`src/fsp_regfile.sv`:
```
// 32 x 32 register file, one write and two registered reads per cycle
// entries read as zero until first written after reset; no dependencies
module fsp_regfile (
    input  logic        i_clk,
    input  logic        i_rst_n,
    input  logic        i_we,
    input  logic [4:0]  i_waddr,
    input  logic [31:0] i_wdata,
    input  logic [4:0]  i_raddr_a,
    input  logic [4:0]  i_raddr_b,
    output logic [31:0] o_rdata_a,
    output logic [31:0] o_rdata_b
);
    logic [31:0] r_regs [32];
    logic [31:0] r_valid;
    logic [31:0] r_q_a;
    logic [31:0] r_q_b;

    // valid bits stand in for the zero reset of the storage
    always_ff @(posedge i_clk) begin
        if (!i_rst_n) begin
            r_valid <= '0;
        end else if (i_we) begin
            r_valid[i_waddr] <= 1'b1;
        end
    end

    // storage and registered reads with write bypass
    always_ff @(posedge i_clk) begin
        if (i_we) begin
            r_regs[i_waddr] <= i_wdata;
        end
        if (i_we && i_waddr == i_raddr_a) begin
            r_q_a <= i_wdata;
        end else begin
            r_q_a <= r_valid[i_raddr_a] ? r_regs[i_raddr_a] : 32'd0;
        end
        if (i_we && i_waddr == i_raddr_b) begin
            r_q_b <= i_wdata;
        end else begin
            r_q_b <= r_valid[i_raddr_b] ? r_regs[i_raddr_b] : 32'd0;
        end
    end

    assign o_rdata_a = r_q_a;
    assign o_rdata_b = r_q_b;

endmodule

```
`config.mk`:
```
export PLATFORM = sky130hd
export DESIGN_NAME = fsp_regfile
export DESIGN_NICKNAME = d
export VERILOG_FILES = /design/src/fsp_regfile.sv
export SDC_FILE = /design/constraint.sdc
export NUM_CORES = 2
export LEC_CHECK = 0
export BUFFER_PORTS_ARGS = -buffer_cell sky130_fd_sc_hd__clkbuf_2
export CAP_MARGIN = 15
export CORE_MARGIN = 5
export CORE_UTILIZATION = 30
export CTS_CLUSTER_DIAMETER = 150
export DETAILED_ROUTE_END_ITERATION = 12
export PLACE_DENSITY_LB_ADDON = 0.25
export SETUP_SLACK_MARGIN = 0.1
export SYNTH_ARGS = -nofsm -noshare
export SYNTH_HDL_FRONTEND = slang
export SYNTH_SLANG_ARGS = --single-unit
```
`constraint.sdc`:
```
create_clock -name i_clk -period 6.19 [get_ports i_clk]
set_clock_uncertainty 0.2 [all_clocks]
set_input_delay 0.3095 -clock i_clk [delete_from_list [all_inputs] [get_ports i_clk]]
set_output_delay 0.3095 -clock i_clk [all_outputs]
set_load 0.05 [all_outputs]
```
==> reports/metrics.cfg <==
[pwr]
p_comb_share_pct=7.9
internal_power_w=0.0135
p_leak_nw=17.9
switching_share_pct=22.8
clkPwrFrac_pct=43.7
seqPwrFrac_pct=48.3
report.power.total_w=0.0174
ir_drop_uv=223
p_switching_w=0.00398
p_per_area_nw_per_um2=301

[grt]
grt_pass1_wl_um=228000
grt_use_total_pct=18.5
grt_max_degree=108
antenna_found_initial=3
grt_pass1_vias=29400
overflow=0

[route]
route.detailed.drc=0
wl_um=164000
drt_iter0_markers=3165
dr.pass1.iters=5
antenna_left=0
wire_per_inst_um=33.7
vias=27500
avgViaCountPerCell=5.64

[setup_path]
required_ns=6.56
r2r-end=o_rdata_b[14]$_DFF_P_
critPathMaxFanout=32
worstSetupEndpointType=register
r2r-start=r_valid[15]$_SDFFE_PN0P_
arrival_ns=3.66
reg2reg_depth=6
rrSetupSlack_ns=3.28
crit_type=input pin to register
cp-start-kind=input pin

[place]
dpl_worst_slack_ns=2.33
dp_hpwl_um=90000
place_congestion=0.752
io_buffers=113

[timing]
layout_worst_path_cycle_share_pct=53.1
grt_setup_unrepaired=no
hold_viol=0
min_period_ns=3.28
tightest_slew_ns=1.12
fin_ws_ns=2.91
max-slew-margin-rel_pct=25.6
slew_viol_final=0
max_freq_mhz=304
fin_setup_tns_ns=0
setup_viol=0

[floorplanning]
core_um2=167000
dieHeight_um=419
die_w_um=419
num_io_pins=114
fp-row-count=150
die-area_um2=175000
initial_utilization_pct=30.1

[final_layout]
multi_input_area_um2=16800
seq_area_um2=32700
n_fill_cell=15500
drive_gt1_share_pct=37.5
fin_util_pct=34.8
nets=2619
synthToLayoutAreaGrowth_pct=15.6

[synthesis]
yosysUniqueCellTypes=44
synth_flop_cell=edfxtp_1
synthArstFlopShare_pct=0
yosys-top-cells-count=edfxtp_1, mux4_2, clkbuf_1
synthSimpleGateAreaFrac_pct=2.32
syn_area_per_cell_um2=20.5
synth_area_um2=50100
synth_seq_cells=1120
synthMuxAreaShare_pct=27.0
synth-adder-area-share_pct=0
synth_edf_count=1024
yosysSeqAreaShare_pct=65.2
synth_top_area_share_pct=61.3
synth_compound_area_share_pct=3.54
yosys.area.top_type=edfxtp_1
synth_top_family_by_area=multiplexers
synth.most_common_cell=edfxtp_1
yosys_warnings=0
synth_nets=2495
yosys-top-cells-area=edfxtp_1, mux4_2, dfxtp_1, a22oi_1, mux2i_1
synth-xor-area-share_pct=0.175
syn_inst=2445

[min_path]
hold_end=r_regs[20][11]$_DFFE_PP_
hp-start=i_wdata[11]
min_path_cells=1
timing.hold.worst.class=input pin to register

[status]
status=complete, no violations

[flow_run]
max_cap_viol_count=0

[cts]
numCtsBuffers=120
cts_root_buf=clkbuf_16
clkTransAtPathRegs_ns=0.06
cts_resized=0
clock-sinks=1120
cts_tree=done
ctsHtreeMaxLevel=3
cts_buffer_depth=3
clk_latency_ns=0.75

[cell usage in the layout, fill, tap and decap left out, types with 3 or more instances in the layout]
cell type / synthesis / final
or3b_2: 3 / 3
edfxtp_1: 1024 / 1024
clkbuf_1: 106 / 27
buf_12: 0 / 7
xor2_1: 8 / 8
nand2_1: 93 / 93
clkinv_1: 0 / 25
dlygate4sd3_1: 0 / 22
mux2_2: 25 / 25
a32o_1: 32 / 32
inv_1: 7 / 6
o221ai_1: 6 / 6
bufinv_16: 0 / 21
clkinvlp_4: 0 / 3
o22ai_1: 12 / 12
a22oi_1: 89 / 89
nand2b_1: 4 / 4
nor2_1: 44 / 11
buf_8: 0 / 4
buf_4: 2 / 63
a31oi_1: 3 / 3
clkbuf_16: 0 / 121
nand3b_1: 38 / 38
clkbuf_8: 0 / 7
mux2i_1: 41 / 41
a21oi_1: 6 / 5
nand4_1: 30 / 30
or2_2: 5 / 5
o32a_1: 3 / 3
a22o_1: 4 / 4
a221oi_1: 4 / 4
mux4_2: 570 / 570
clkbuf_2: 0 / 106
nand3_1: 5 / 5
o21a_1: 36 / 36
clkinv_2: 0 / 17
dfxtp_1: 96 / 96
o21ai_0: 31 / 31
nor2_4: 0 / 33
[area by class of cell]
class,instances,area share [%]
flip-flops and latches,1120,56.4
multi-input cells,1115,29.0
clock buffers,155,5.57
well taps,2204,4.76
repair buffers,205,2.57
clock inverters,72,1.63
inverters,7,0.0475
diodes,1,0.00432
[kinds of logic (layout without fill, tap and decap cells)]
group / count (synthesis) / in the layout
multiplexers: 636 / 636
buffers and inverters: 210 / 439
flip-flops: 1120 / 1120
AND/OR/NAND/NOR: 233 / 233
XOR/XNOR: 10 / 10
other: 0 / 1
AO/OA/AOI/OAI: 236 / 236
[flip-flops by register name, summed over array words and instances (netlist names)]
signal and count:
r_valid 32, o_rdata_a 32, o_rdata_b 32, r_regs 1024
[stage by stage]
stage	cells	hold WS, ns	area [µm²]
after global placement	4627	0.260	53500
after floorplan	2445	0.208	50100
after CTS	4878	0.00114	57900
after detailed placement	4629	0.275	53600
final	4879	0.0400	57900
after global routing	4878	0.0753	57900
[critical path: stages]
cell           delay (ns)
dlygate4sd3_1        0.54
buf_6                0.30
buf_4                0.70
nand2b_1             0.11
o32a_1               0.18
o2111ai_1            0.13
a21o_2               0.59
buf_4                0.49
o21ai_0              0.19
[per-layer routing]
layer / vias to the layer above / track usage, % / part of all wire [%]
met5: - / 0 / 0.0079
met4: 2 / 7.75 / 4.3
met3: 308 / 3.09 / 6.5
met2: 1256 / 31.9 / 51
met1: 15100 / 23.1 / 38
li1: 10900 / - / -
[timing repair]
action                                 in CTS  in global routing
hold buffers                               22                  0
endpoints found under the hold margin     347                  0
buffers inserted                            0                  0
[worst max-delay path by stage]
stage | from | endpoint | cells past startpoint
floorplan | i_waddr[0] | r_regs[28][0]$_DFFE_PP_ | 4
CTS | i_raddr_b[4] | o_rdata_b[31]$_DFF_P_ | 9
global route | i_raddr_b[4] | o_rdata_b[14]$_DFF_P_ | 9
finish | i_raddr_b[4] | o_rdata_b[14]$_DFF_P_ | 9
global placement | i_raddr_b[0] | o_rdata_b[21]$_DFF_P_ | 8
detailed placement | i_raddr_b[0] | o_rdata_b[14]$_DFF_P_ | 8
[power groups by stage]
| stage | Sequential (W) | Clock, W | Combinational, W |
|---|---|---|---|
| after floorplan | 0.00866 | 0 | 0.000804 |
| after global placement | 0.00859 | 0 | 0.00137 |
| after detailed placement | 0.00860 | 0 | 0.00139 |
| after CTS | 0.00844 | 0.00777 | 0.00140 |
| after global routing | 0.00844 | 0.00809 | 0.00146 |
| final | 0.00843 | 0.00763 | 0.00138 |
Note: power is estimated with default switching activity, not from simulation.
